## config.mk

```make
export PLATFORM = sky130hd
export DESIGN_NAME = sav_ratio_div
export DESIGN_NICKNAME = d
export VERILOG_FILES = /design/src/hw/rtl/sav_pkg.sv /design/src/hw/rtl/sav_ratio_div.sv
export SDC_FILE = /design/constraint.sdc
export NUM_CORES = 2
export LEC_CHECK = 0
export BUFFER_PORTS_ARGS = -buffer_cell sky130_fd_sc_hd__buf_2
export CORE_UTILIZATION = 61
export CTS_BUF_LIST = sky130_fd_sc_hd__clkbuf_8
export DETAILED_ROUTE_END_ITERATION = 8
export PLACE_DENSITY = 0.77
export SYNTH_ARGS = -nofsm -noshare
export SYNTH_HDL_FRONTEND = slang
export SYNTH_SLANG_ARGS = --single-unit
export TNS_END_PERCENT = 50
```

## constraint.sdc

```tcl
create_clock -name clk -period 4.85 [get_ports clk]
set_input_delay 0.97 -clock clk [delete_from_list [all_inputs] [get_ports clk]]
set_output_delay 0.97 -clock clk [all_outputs]
set_load 0.02 [all_outputs]
```

## src/hw/rtl/sav_pkg.sv

```systemverilog
`timescale 1ns / 1ps
// ----------------------------------------------------------------------------
// sav_pkg
// shared widths, constants and types of the sutherland viscosity pipeline
// ----------------------------------------------------------------------------
package sav_pkg;

    localparam int TEMP_W    = 15;                 // celsius input, signed q.4
    localparam int KT_W      = 15;                 // absolute temperature, t0, c
    localparam int DSUM_W    = 16;                 // t + c
    localparam int FRAC_W    = 32;                 // fraction bits of ratio, root, power
    localparam int NUM_W     = KT_W + FRAC_W;      // ratio dividend
    localparam int RATIO_W   = 48;                 // ratio t / t0, q.32
    localparam int ROOT_W    = 40;                 // square root of ratio, q.32
    localparam int SQ_REM_W  = ROOT_W + 2;         // root remainder
    localparam int POW_W     = 56;                 // ratio^1.5, q.32
    localparam int VISC_W    = 20;
    localparam int SCALE_W   = VISC_W + DSUM_W;    // mu0 * (t0 + c)
    localparam int WQ_W      = SCALE_W + POW_W + 1 - FRAC_W;
    localparam int QREM_W    = DSUM_W + VISC_W;
    localparam int CFG_W     = 20;
    localparam int CFG_IDX_W = 2;

    localparam logic signed [KT_W:0] KELVIN_OFFSET = 16'sd4370;
    localparam logic [VISC_W-1:0]    VISC_MAX      = '1;

    localparam logic [VISC_W-1:0] REF_VISC_RESET   = 20'd182700;
    localparam logic [KT_W-1:0]   REF_TEMP_RESET   = 15'd4658;
    localparam logic [KT_W-1:0]   SUTH_CONST_RESET = 15'd1920;

    typedef enum logic [CFG_IDX_W-1:0] {
        REG_REF_VISC   = 2'd0,
        REG_REF_TEMP   = 2'd1,
        REG_SUTH_CONST = 2'd2
    } cfg_reg_t;

    typedef struct packed {
        logic              zero;
        logic [DSUM_W-1:0] dsum;
    } side_t;

endpackage

```

## src/hw/rtl/sav_ratio_div.sv

```systemverilog
`timescale 1ns / 1ps
// ----------------------------------------------------------------------------
// sav_ratio_div
// pipelined restoring divider, one quotient bit per stage: round(t * 2^32 / t0)
// ----------------------------------------------------------------------------
module sav_ratio_div
    import sav_pkg::*;
(
    input  logic               clk,
    input  logic               rst_n,
    input  logic               en,
    input  logic               in_valid,
    input  logic [KT_W-1:0]    in_t,
    input  side_t              in_side,
    input  logic [KT_W-1:0]    t0,
    output logic               out_valid,
    output logic [RATIO_W-1:0] out_ratio,
    output side_t              out_side
);

    logic              v_reg    [0:NUM_W];
    logic [NUM_W-1:0]  nq_reg   [0:NUM_W];
    logic [KT_W-1:0]   rem_reg  [0:NUM_W];
    side_t             side_reg [0:NUM_W];
    logic [NUM_W-1:0]  nq_next  [1:NUM_W];
    logic [KT_W-1:0]   rem_next [1:NUM_W];
    logic [NUM_W-1:0]  num;

    // dividend with half the divisor added for round to nearest
    assign num = {in_t, {FRAC_W{1'b0}}} + {{(NUM_W-KT_W+1){1'b0}}, t0[KT_W-1:1]};

    always_comb
    begin
        logic [KT_W:0] cur;
        logic [KT_W:0] diff;
        logic          ge;
        for (int k = 0; k < NUM_W; k++)
        begin
            cur  = {rem_reg[k], nq_reg[k][NUM_W-1]};
            diff = cur - {1'b0, t0};
            ge   = (cur >= {1'b0, t0});
            rem_next[k+1] = ge ? diff[KT_W-1:0] : cur[KT_W-1:0];
            nq_next[k+1]  = {nq_reg[k][NUM_W-2:0], ge};
        end
    end

    always_ff @(posedge clk or negedge rst_n)
    begin
        if (!rst_n)
        begin
            for (int k = 0; k <= NUM_W; k++)
            begin
                v_reg[k] <= 1'b0;
            end
        end
        else if (en)
        begin
            v_reg[0] <= in_valid;
            for (int k = 0; k < NUM_W; k++)
            begin
                v_reg[k+1] <= v_reg[k];
            end
        end
    end

    always_ff @(posedge clk)
    begin
        if (en)
        begin
            nq_reg[0]   <= num;
            rem_reg[0]  <= '0;
            side_reg[0] <= in_side;
            for (int k = 0; k < NUM_W; k++)
            begin
                nq_reg[k+1]   <= nq_next[k+1];
                rem_reg[k+1]  <= rem_next[k+1];
                side_reg[k+1] <= side_reg[k];
            end
        end
    end

    assign out_valid = v_reg[NUM_W];
    assign out_ratio = {{(RATIO_W-NUM_W){1'b0}}, nq_reg[NUM_W]};
    assign out_side  = side_reg[NUM_W];

endmodule

```

**After elaboration in Yosys (flattened, before gate mapping)**

Memory sizes are Yosys's and may differ from the RTL's.
Index checks and enable logic that the tools add are counted.

- Memory bits (writable): 3792
- Bits in registers: 48
- Word-level logic and storage cells: 195
- Memories kept: 3
- Input port bits: 51

- Order comparisons: 47
- Mux-type cells: 49
- Add/subtract/negate cells: 48

Memories:

| name | words | bits a word | read ports | clocked after memory_dff | wr ports | RTL line | RTL |
|---|---|---|---|---|---|---|---|
| nq_reg | 48 | 47 | 48 | 0 | 48 | sav_ratio_div.sv:22 | `logic [NUM_W-1:0] nq_reg [0:NUM_W];` |
| side_reg | 48 | 17 | 48 | 0 | 48 | sav_ratio_div.sv:24 | `side_t side_reg [0:NUM_W];` |
| rem_reg | 48 | 15 | 47 | 0 | 48 | sav_ratio_div.sv:23 | `logic [KT_W-1:0] rem_reg [0:NUM_W];` |

Operator list:

| operator | count |
|---|---|
| $ge A16 B15 Y1 | 47 |
| $mux W15 | 47 |
| $sub A15 B15 Y15 | 47 |
| $add A47 B14 Y47 | 1 |
| $mux W1 | 2 |

**Longest topological paths before layout**

An unclocked memory read counts as a cell.

- Depth after elaboration: 3
- Mapped depth: 15
- Depth with buffers taken out: 11

**Worst setup path after synthesis**

No wires, ideal clock.

- Path kind: input -> register
- Start point: input t0[1]
- End point: memory rem_reg[32][10] (netlist: rem_reg[2][10]), data pin
- Path buffers: 1
- Arrival: 5.794 ns
- Data required time: 4.590 ns
- Library setup time: 0.260 ns
- Stages: 10
- Path slack: -1.205 ns
- Cell sequence: clkinv_1 fa_1 a21oi_2 o22ai_1 o41a_1 a211o_1 or3_4 a311oi_4 buf_6 mux2_4

RTL lines:

| what | RTL line | RTL |
|---|---|---|
| start: declaration | sav_ratio_div.sv:15 | `input logic [KT_W-1:0] t0,` |
| end: declaration | sav_ratio_div.sv:23 |  |

==> summary.txt <==
Outcome
  • Status: finished clean

Hold path
  • Worst Hold Path Cells: 1
  • HP Start: in_t[5]
  • Hold Path Class: input port to flip-flop
  • Hold endpoint: nq_reg[0][37]

Setup path
  • Crit path capture type: flip-flop
  • Startpoint Class: input port
  • CP arrival: between 4 and 5 ns
  • R2R depth: 9
  • R2r endpoint: rem_reg[2][10]
  • RR Startpoint: rem_reg[1][226]
  • Crit Path Category: input port to flip-flop
  • CP Max Fanout: 14
  • Req. time, crit path: ~5.6 ns
  • Reg2Reg Setup Slack: around 1.3 ns

Routing
  • Met2 WL post-DR: 122 mm
  • ANT nets after route: 0
  • Final wirelength: roughly 250 mm
  • M1 WL: ~110 mm
  • Initial DRC count: between 5000 and 6000
  • Via Count: between 70000 and 80000
  • Top Layer Used: met4
  • Vias/cell: roughly 5.7
  • Avg WL per Cell: between 15 and 20 um
  • DRC viols: 0
  • Met3 WL: 12.6 mm
  • Total iterations of the first detailed-routing run: 8

Placed design
  • Placer congestion estimate: around 0.9
  • PortBufs: 115
  • Hpwl dp: ~160 mm

STA
  • RSZ-0062 raised after global routing: no
  • Final period util: between 70 and 80%
  • Worst-Margin Slew: about 1.1 ns
  • Final min period: roughly 3.6 ns
  • Fin Setup TNS: 0 ns
  • Final slew viol count: 0
  • Final Hold Violating Endpoints: 0
  • Max Clock Freq: about 280 MHz
  • Worst clock skew: 0.0749 ns
  • Final setup fails: 0
  • Slew HR: about 30%

CTS
  • Reg clk slew, reported paths: roughly 0.060 ns
  • Post-CTS Setup Inserts: 0
  • Clock tree buffer depth: 4
  • Cts hold-fix bufs: 7
  • Clock tree from TritonCTS: built
  • H-tree depth: 6
  • # clock sinks: roughly 3400
  • CTS buffer count: 548
  • CTS root buffer: clkbuf_8
  • PostCTS Resize Cnt: 0
  • Clk_lat worst skew: ~1.0 ns

Yosys
  • Most frequent cell after synthesis: edfxtp_1
  • Ys flop type: edfxtp_1
  • Netlist cell types: 93
  • Top area cells in the synthesized netlist: edfxtp_1 (71%), ha_1 (6.2%), mux2_2 (3.2%), a21oi_1 (1.9%), o21ai_0 (1.8%)
  • Ys Warns: 0
  • Synthesized instance count: 8677
  • Synth Register Bits: 3369
  • Fraction of registers with async set or reset after synthesis: 1.42%
  • Mapped Avg Cell Area: about 16 um2
  • Mapped Area: ~140000 um2
  • Synth top cells by count: edfxtp_1 (3321), ha_1 (692), a21oi_1 (522)
  • EDFF count, synth: between 3000 and 4000
  • Seq/Total Area, Yosys: between 70% and 80%
  • Most area-hungry cell type in the Yosys netlist: edfxtp_1
  • Share of the synthesized area in the top cell type: a little under three quarters
  • Net Count, Synth: ~9500

Layout
  • Layout net count: 10196
  • Fill cells: between 10000 and 15000
  • Share of layout cells above drive strength 1: approximately 15%
  • Layout area overhead: 11.4%
  • Max reg flops: 1815

Pwr
  • Total Power: ~94000 uW
  • Pleak: between 0.05 and 0.06 uW
  • Power Density: ~600 nW/um2
  • Worst vdd ir: about 0.00036 V

Global route
  • Total GRT Usage: between 20% and 30%
  • First-pass GRT wire length: approximately 390 mm
  • Total grt overflow: 0
  • Initial antenna violation count: 7
  • Vias in the first global route: around 73000
  • Largest net degree at the start of global routing: ~160

Die
  • Chip height: 481 um
  • I/O pin count: approximately 120
  • Chip Width: 481 um
  • Row count: ~180
  • Core area: around 230000 um2
  • Initial core utilization: about three fifths
  • Die area: 231000 um2

Run
  • # Max-Cap Violations: 0
[layout by cell type, fill, tap and decap left out, drive strengths merged, types with 26 or more instances in the layout]
master  synthesis  routed
edfxtp       3321    3321
ha            692     692
clkbuf         87     559
a21oi         523     523
o21ai         518     518
nand2         413     413
mux2          409     409
nor2          388     388
inv           201     356
buf            91     352
xnor2         267     267
xor2          211     211
a21o          198     198
clkinv          1     176
o21a          121     121
nor2b         118     118
nand2b        112     112
nor3           91      91
a31oi          78      78
nand3          71      71
nand4          59      59
a211oi         52      52
dfrtp          48      48
o21bai         45      45
fa             45      45
and3           34      34
o31a           33      33
or3            33      33
o31ai          33      33
and2           27      27
mux2i          26      26
[cell type report]
cell class	count	area [um2]	share of cell area, %
Clock inverter	373	2220	1.42
Multi-Input combinational cell	4928	37100	23.8
Timing Repair Buffer	359	3090	1.99
Sequential cell	3369	101000	64.9
Clock buffer	559	7690	4.95
Antenna cell	5	12.5	0.00804
Inverter	202	766	0.492
Tap cell	3009	3760	2.42
[logic make-up (layout without fill, tap and decap cells)]
| kind of cell | Yosys count | after routing | share of synthesized area [%] |
|---|---|---|---|
| other cells | 1 | 6 | 0.00268 |
| mux | 435 | 435 | 3.50 |
| flops | 3369 | 3369 | 72.2 |
| compound gates | 1832 | 1832 | 8.19 |
| xor+xnor | 478 | 478 | 3.00 |
| buf+inv | 380 | 1493 | 1.22 |
| fa+ha+maj | 737 | 737 | 6.84 |
| simple gates | 1445 | 1445 | 4.99 |
[layer usage]
layer	GRT usage, %	vias up
met5	0	-
met4	9.44	0
met3	3.83	595
met2	35.8	1899
met1	28.7	35658
li1	-	35125
[worst max-delay path, cell delays in order]
cell and delay (ns):
buf_2 0.12, inv_2 0.63, buf_4 0.45, ha_1 0.35, a21oi_1 0.18, nand2_1 0.08, o21ai_0 0.26, o21ai_0 0.23
a2111o_1 0.47, a31oi_1 0.20, xnor2_1 0.08, mux2_2 0.26
[per-stage QoR]
stage | cells | setup WS (ns) | utilization (%) | hold WS, ns | area, um2
after floorplan | 8677 | 0.159 | - | 0.400 | 140000
after global placement | 11859 | 0.319 | 64.0 | 0.400 | 146000
after detailed placement | 11859 | 0.326 | 64.0 | 0.405 | 146000
after CTS | 12798 | 1.33 | 68.4 | 0.00207 | 156000
after global routing | 12804 | 1.16 | 68.4 | 0.0143 | 156000
final | 12804 | 1.25 | 68.4 | 0.110 | 156000
[power breakdown]
part / leakage (uW) / internal, uW / switching [uW]
Combinational: 0.0191 / 13700 / 15900
Sequential: 0.0331 / 38800 / 2690
Clock: 0.00554 / 11800 / 10600
Total: 0.0577 / 64300 / 29200
[worst max path at each step]
stage	start	to	slack (ns)	cells past startpoint
after CTS	rem_reg[1][225]	rem_reg[2][10]	1.33	9
final	t0[6]	rem_reg[1][103]	1.25	12
after global routing	nq_reg[0][469]	rem_reg[0][161]	1.16	10
after floorplan	t0[0]	rem_reg[2][10]	0.16	12
after detailed placement	t0[6]	rem_reg[2][133]	0.33	11
after global placement	t0[6]	rem_reg[1][103]	0.32	12
No activity file was read; power rests on OpenSTA's default activity.
