==> src/hw/rtl/sav_pkg.sv <==
`timescale 1ns / 1ps
// ----------------------------------------------------------------------------
// sav_pkg
// shared widths, constants and types of the sutherland viscosity pipeline
// ----------------------------------------------------------------------------
package sav_pkg;

    localparam int TEMP_W    = 15;                 // celsius input, signed q.4
    localparam int KT_W      = 15;                 // absolute temperature, t0, c
    localparam int DSUM_W    = 16;                 // t + c
    localparam int FRAC_W    = 32;                 // fraction bits of ratio, root, power
    localparam int NUM_W     = KT_W + FRAC_W;      // ratio dividend
    localparam int RATIO_W   = 48;                 // ratio t / t0, q.32
    localparam int ROOT_W    = 40;                 // square root of ratio, q.32
    localparam int SQ_REM_W  = ROOT_W + 2;         // root remainder
    localparam int POW_W     = 56;                 // ratio^1.5, q.32
    localparam int VISC_W    = 20;
    localparam int SCALE_W   = VISC_W + DSUM_W;    // mu0 * (t0 + c)
    localparam int WQ_W      = SCALE_W + POW_W + 1 - FRAC_W;
    localparam int QREM_W    = DSUM_W + VISC_W;
    localparam int CFG_W     = 20;
    localparam int CFG_IDX_W = 2;

    localparam logic signed [KT_W:0] KELVIN_OFFSET = 16'sd4370;
    localparam logic [VISC_W-1:0]    VISC_MAX      = '1;

    localparam logic [VISC_W-1:0] REF_VISC_RESET   = 20'd182700;
    localparam logic [KT_W-1:0]   REF_TEMP_RESET   = 15'd4658;
    localparam logic [KT_W-1:0]   SUTH_CONST_RESET = 15'd1920;

    typedef enum logic [CFG_IDX_W-1:0] {
        REG_REF_VISC   = 2'd0,
        REG_REF_TEMP   = 2'd1,
        REG_SUTH_CONST = 2'd2
    } cfg_reg_t;

    typedef struct packed {
        logic              zero;
        logic [DSUM_W-1:0] dsum;
    } side_t;

endpackage

==> src/hw/rtl/sav_quot.sv <==
`timescale 1ns / 1ps
// ----------------------------------------------------------------------------
// sav_quot
// final quotient w / (t + c) with saturation check, one bit per stage
// ----------------------------------------------------------------------------
module sav_quot
    import sav_pkg::*;
(
    input  logic              clk,
    input  logic              rst_n,
    input  logic              en,
    input  logic              in_valid,
    input  logic [WQ_W-1:0]   in_w,
    input  side_t             in_side,
    output logic              out_valid,
    output logic [VISC_W-1:0] out_q,
    output logic              out_sat,
    output side_t             out_side
);

    logic              v_reg    [0:VISC_W];
    logic [QREM_W-1:0] rem_reg  [0:VISC_W];
    logic [VISC_W-1:0] q_reg    [0:VISC_W];
    logic              sat_reg  [0:VISC_W];
    side_t             side_reg [0:VISC_W];
    logic [QREM_W-1:0] rem_next [1:VISC_W];
    logic [VISC_W-1:0] q_next   [1:VISC_W];
    logic              sat_in;

    // quotient would not fit the field
    assign sat_in = (in_w >= {{(WQ_W-QREM_W){1'b0}}, in_side.dsum, {VISC_W{1'b0}}});

    always_comb
    begin
        logic [QREM_W-1:0] dsh;
        logic              ge;
        for (int k = 0; k < VISC_W; k++)
        begin
            dsh = {{VISC_W{1'b0}}, side_reg[k].dsum} << (VISC_W - 1 - k);
            ge  = (rem_reg[k] >= dsh);
            rem_next[k+1] = ge ? (rem_reg[k] - dsh) : rem_reg[k];
            q_next[k+1]   = {q_reg[k][VISC_W-2:0], ge};
        end
    end

    always_ff @(posedge clk or negedge rst_n)
    begin
        if (!rst_n)
        begin
            for (int k = 0; k <= VISC_W; k++)
            begin
                v_reg[k] <= 1'b0;
            end
        end
        else if (en)
        begin
            v_reg[0] <= in_valid;
            for (int k = 0; k < VISC_W; k++)
            begin
                v_reg[k+1] <= v_reg[k];
            end
        end
    end

    always_ff @(posedge clk)
    begin
        if (en)
        begin
            rem_reg[0]  <= in_w[QREM_W-1:0];
            q_reg[0]    <= '0;
            sat_reg[0]  <= sat_in;
            side_reg[0] <= in_side;
            for (int k = 0; k < VISC_W; k++)
            begin
                rem_reg[k+1]  <= rem_next[k+1];
                q_reg[k+1]    <= q_next[k+1];
                sat_reg[k+1]  <= sat_reg[k];
                side_reg[k+1] <= side_reg[k];
            end
        end
    end

    assign out_valid = v_reg[VISC_W];
    assign out_q     = q_reg[VISC_W];
    assign out_sat   = sat_reg[VISC_W];
    assign out_side  = side_reg[VISC_W];

endmodule

==> config.mk <==
export PLATFORM = sky130hd
export DESIGN_NAME = sav_quot
export DESIGN_NICKNAME = d
export VERILOG_FILES = /design/src/hw/rtl/sav_pkg.sv /design/src/hw/rtl/sav_quot.sv
export SDC_FILE = /design/constraint.sdc
export NUM_CORES = 2
export LEC_CHECK = 0
export BUFFER_PORTS_ARGS = -buffer_cell sky130_fd_sc_hd__buf_4
export CORE_ASPECT_RATIO = 1.25
export CORE_UTILIZATION = 37
export DETAILED_ROUTE_END_ITERATION = 6
export GPL_ROUTABILITY_DRIVEN = 0
export PLACE_DENSITY = 0.53
export SYNTH_ARGS = -nofsm -noshare
export SYNTH_HDL_FRONTEND = slang
export SYNTH_SLANG_ARGS = --single-unit
==> constraint.sdc <==
create_clock -name clk -period 3.4 [get_ports clk]
set_input_delay 0.17 -clock clk [delete_from_list [all_inputs] [get_ports clk]]
set_output_delay 0.17 -clock clk [all_outputs]
set_load 0.05 [all_outputs]
; ---- After elaboration in Yosys (flattened, before gate mapping)
; Memories as Yosys holds them, arrays and structs flattened.
; Index checks and enable logic that the tools add are counted.
; Widths: inputs -> output; s select.
[op_classes]
add_sub_neg = 20
order_cmp = 21
n_mux = 22
[ops]
columns = cell, n
row1 = $mux 36, 20
row2 = $ge 61x36->1, 1
row3 = $ge 36x16->1, 1
row4 = $ge 36x17->1, 1
row5 = $ge 36x18->1, 1
row6 = $ge 36x19->1, 1
row7 = $ge 36x20->1, 1
row8 = $ge 36x21->1, 1
row9 = $ge 36x22->1, 1
row10 = $ge 36x23->1, 1
row11 = $ge 36x24->1, 1
row12 = $ge 36x25->1, 1
row13 = $ge 36x26->1, 1
row14 = $ge 36x27->1, 1
row15 = $ge 36x28->1, 1
row16 = $ge 36x29->1, 1
row17 = $ge 36x30->1, 1
row18 = $ge 36x31->1, 1
row19 = $ge 36x32->1, 1
row20 = $ge 36x33->1, 1
row21 = $ge 36x34->1, 1
row22 = $ge 36x35->1, 1
row23 = $sub 36x16->36, 1
row24 = $sub 36x17->36, 1
row25 = other kinds (19), 20
[totals]
ff_bits = 21
ram_bits = 1554
in_bits = 82
out_inout_bits = 39
elab_cells = 88
mem_count = 4
[mem_list]
columns = memory, depth, word_bits, rd, rd_clocked_by_memory_dff, wr, line
row1 = rem_reg, 21, 36, 20, 0, 21, sav_quot.sv:22  ; logic [QREM_W-1:0] rem_reg [0:VISC_W];
row2 = q_reg, 21, 20, 21, 0, 21, sav_quot.sv:23  ; logic [VISC_W-1:0] q_reg [0:VISC_W];
row3 = side_reg, 21, 17, 21, 0, 21, sav_quot.sv:25  ; side_t side_reg [0:VISC_W];
row4 = sat_reg, 21, 1, 21, 0, 21, sav_quot.sv:24  ; logic sat_reg [0:VISC_W];

; ---- Depth between registers and ports, before layout
; An unclocked memory read counts as a cell.
[depth]
word_depth = 3
depth_mapped = 13
ltp_nobuf = 12

; ---- Worst setup path after synthesis
; Ideal clock, no wire load.
[synth_path]
path_kind = reg-to-reg
startpoint = memory side_reg[0][86] in the netlist's numbering
endpoint = memory rem_reg[1][107] in the netlist's numbering (data pin)
setup_time_ns = 0.258
t_arrival_ns = 2.810
required_ns = 3.142
path_slack_ns = 0.332
path_stages_with_launch = 11
n_path_buf = 0
synth_period_minus_slack_ns = 3.068
cell_sequence = edfxtp_1 -> inv_1 -> ha_1 -> nor2b_1 -> o31a_1 -> o21ai_0 -> a21oi_1 -> a211oi_1 -> o21ai_0 -> or4b_2 -> xnor2_1
[synth_rtl]
columns = item, line
row1 = from (decl), sav_quot.sv:25
row2 = to (decl), sav_quot.sv:22

==> metrics.csv <==
stage,metric,value,unit
run_status,outcome,finished clean,
clock_network,clk_pin_slew_worst_paths,0.06,ns
placed_design,hpwl,103000,um
global_routing,antenna_found_initial,3,
synth,ys_ff_latch,1329,
cells_and_area,final_area,0.0748,mm2
cells_and_area,largest_reg_flops,720,
routing,detail-route-antenna-nets,0,
floorplan,die_y,468,um
cells_and_area,fin_nets,5896,
clock_network,cts_buffers,144,
cells_and_area,fillers,15659,
synth,synth_area_leaders,"edfxtp_1, ha_1, xnor2_1",
floorplan,start_util,37.3,%
synth,async_flop_share,1.58,%
clock_network,clkSinkCount,1329,
routing,vias,39462,
worst_hold_path,holdCritStartpoint,in_w[11],
critical_path,critical_path_class,flip-flop to flip-flop,
synth,yosysWarnings,0,
critical_path,startpoint,rem_reg[3][78],
synth,synth_edf_count,1308,
floorplan,core-area,0.172,mm2
clock_network,cts.path.max_buffers,3,
synth,syn-num-nets,5451,
run,maxCapViolCount,0,
sta,hold_violations,0,
cells_and_area,layout-drive-gt1-share,13.3,%
sta,fin_crit,3.32,ns
global_routing,gr-total-overflow,0,
routing,first_pass_iters,5,
power,p_per_area,766,mW/mm2
sta,tightestPinTransition,0.932,ns
sta,final.setup_skew,0.0280,ns
placed_design,io_buffers,120,
synth,netlist_area,0.0642,mm2
worst_hold_path,hold_path.class,input pin to flip-flop,
sta,setup_viol,0,
cells_and_area,area_growth,16.6,%
critical_path,crit_fanout,19,
synth,synthFlopType,edfxtp_1,
synth,synth_xor_area_share,5.51,%
cells_and_area,layout_common_cells,"edfxtp_1, inv_1, nor2_1, ha_1, buf_4",
critical_path,end_kind,flip-flop,
routing,vias_per_cell,5.05,
routing,wirelength,138000,um
clock_network,worstSkewPairLatency,0.80,ns
synth,synth_compound_area_share,9.71,%
global_routing,grt_usage,15.7,%
synth,synth_top_family_by_area,simple AND/OR/NAND/NOR gates,
sta,maxSlewHeadroom,37.9,%
critical_path,timing.rr.start,rem_reg[3][78],
critical_path,required,3.93,ns
synth,synth_fa_ha_area_share,7.15,%
synth,synth.distinct_cells,90,
routing,wl_per_cell,17.7,um
clock_network,htree_levels,4,
synth,synth_top_area_share,61.2,%
clock_network,cts_tree,yes,
power,leakage,28.2,nW
global_routing,first_global_vias,40740,
floorplan,rows,170,
sta,hold_slack,0.112,ns
global_routing,grt_start_max_net_pins,174,
synth,syn_inst,5014,
synth,synth_mux_area_share,1.92,%
power,p_total,0.0573,W
clock_network,cts-root-buf,clkbuf_16,
power,irDropWorstVdd,462,uV
routing,drc,0,
global_routing,grt_pass1_wl,216000,um
sta,max_freq,301,MHz
synth,synthSimpleGateAreaFrac,10.6,%
synth,synth_seq_area_share,62.0,%
sta,final_max_slew_viol_count,0,
cells_and_area,mostFrequentLayoutCell,edfxtp_1,
sta,fin_crit_sh,97.6,%
routing,initialDrtViolationCount,1833,
critical_path,worst_setup_path_start_kind,flip-flop,
floorplan,dieArea,0.175,mm2
placed_design,dpl-instance-area,0.0693,mm2
floorplan,ios,121,
synth,syn_avg_cell_area,12.8,um2
floorplan,dieWidth,374,um
sta,fin_setup_tns,0,ns
synth,synth_largest_area_cell,edfxtp_1,
critical_path,cp.arrival,3.85,ns
==> synthesized netlist by cell type (all sizes together), types with 20 or more instances <==
cell,count
a211oi,32
a21o,85
a21oi,306
a31oi,32
and2,21
and3,22
buf,37
clkbuf,52
dfrtp,21
edfxtp,1308
ha,336
inv,420
mux2,103
nand2,288
nand2b,48
nand3,76
nand4,51
nor2,344
nor2b,56
nor3,107
nor4,103
o211ai,23
o21a,65
o21ai,241
o21bai,27
o31a,20
o31ai,28
or2,29
or3,46
or4,43
xnor2,214
xor2,190
==> power by group <==
group	switching [W]	internal (W)	total, W	leakage, nW
Sequential	0.00207	0.0221	0.0242	12.8
Clock	0.00657	0.00912	0.0157	2.29
Combinational	0.00966	0.00781	0.0175	13.0
Total	0.0183	0.0390	0.0573	28.2
==> routing by layer <==
metal / vias to the layer above / track usage, % / share of wire, %
li1: 19596 / - / -
met1: 18954 / 15.6 / 37
met2: 623 / 31.4 / 56
met3: 287 / 2.42 / 2.7
met4: 2 / 7.43 / 4.3
met5: - / 0 / 0.0058
==> worst max-delay path, stage by stage (launching register included) <==
cell and delay, ns:
edfxtp_1 0.44, ha_1 0.33, nor2b_1 0.13, o21ai_0 0.45, a21oi_1 0.14, a211oi_1 0.24
buf_4 0.19, o31ai_1 0.08, buf_4 0.16, a31oi_2 0.28, buf_12 0.15, buf_12 0.13
mux2_2 0.33
==> through the flow <==
step	instances	setup WS, ns	utilization, %
floorplan	5014	0.332	-
global placement	7488	-0.104	40.3
detailed placement	7488	-0.0279	40.3
CTS	7810	0.00435	43.5
global route	7812	-0.0139	43.5
finish	7814	0.0806	43.5
==> final cells by class <==
cell class                 instances  area (um2)  area share [%]
inverter                         420        1580            2.11
clock inverter                    91        1010            1.35
antenna                            3        7.51          0.0100
timing repair buffer             388        3310            4.43
sequential                      1329       39800            53.2
clock buffer                     171        3760            5.02
multi-input combinational       3176       22600            30.2
tap                             2236        2800            3.74
==> final timing paths <==
check	slack, ns	cells after the start	endpoint
min reg2reg	0.41	0	q_reg[2][70]
max reg2reg	0.08	12	rem_reg[3][114]
min in group asynchronous	0.61	3	v_reg[20]
min	0.11	2	rem_reg[0][11]
max	0.08	12	rem_reg[3][114]
max in group asynchronous	2.22	3	v_reg[11]
==> logic make-up (layout without fill, tap and decap cells) <==
group                      count (synthesis)  in the layout
DFF                                     1329           1329
adders and majority gates                355            355
AOI/OAI and AO/OA                        985            985
other                                      0              3
buffers and inverters                    509           1070
xor gates and xnor gates                 404            404
muxes                                    110            110
and+or+nand+nor                         1322           1322
==> what timing repair did <==
action                                  CTS  global route
setup buffers                             0             1
hold buffers                             60             0
endpoints found under the setup margin    5           117
gates resized for setup                   3            32
pin swaps                                 2             6
endpoints found under the hold margin   253             0
Power figures use the tool's default switching activity.
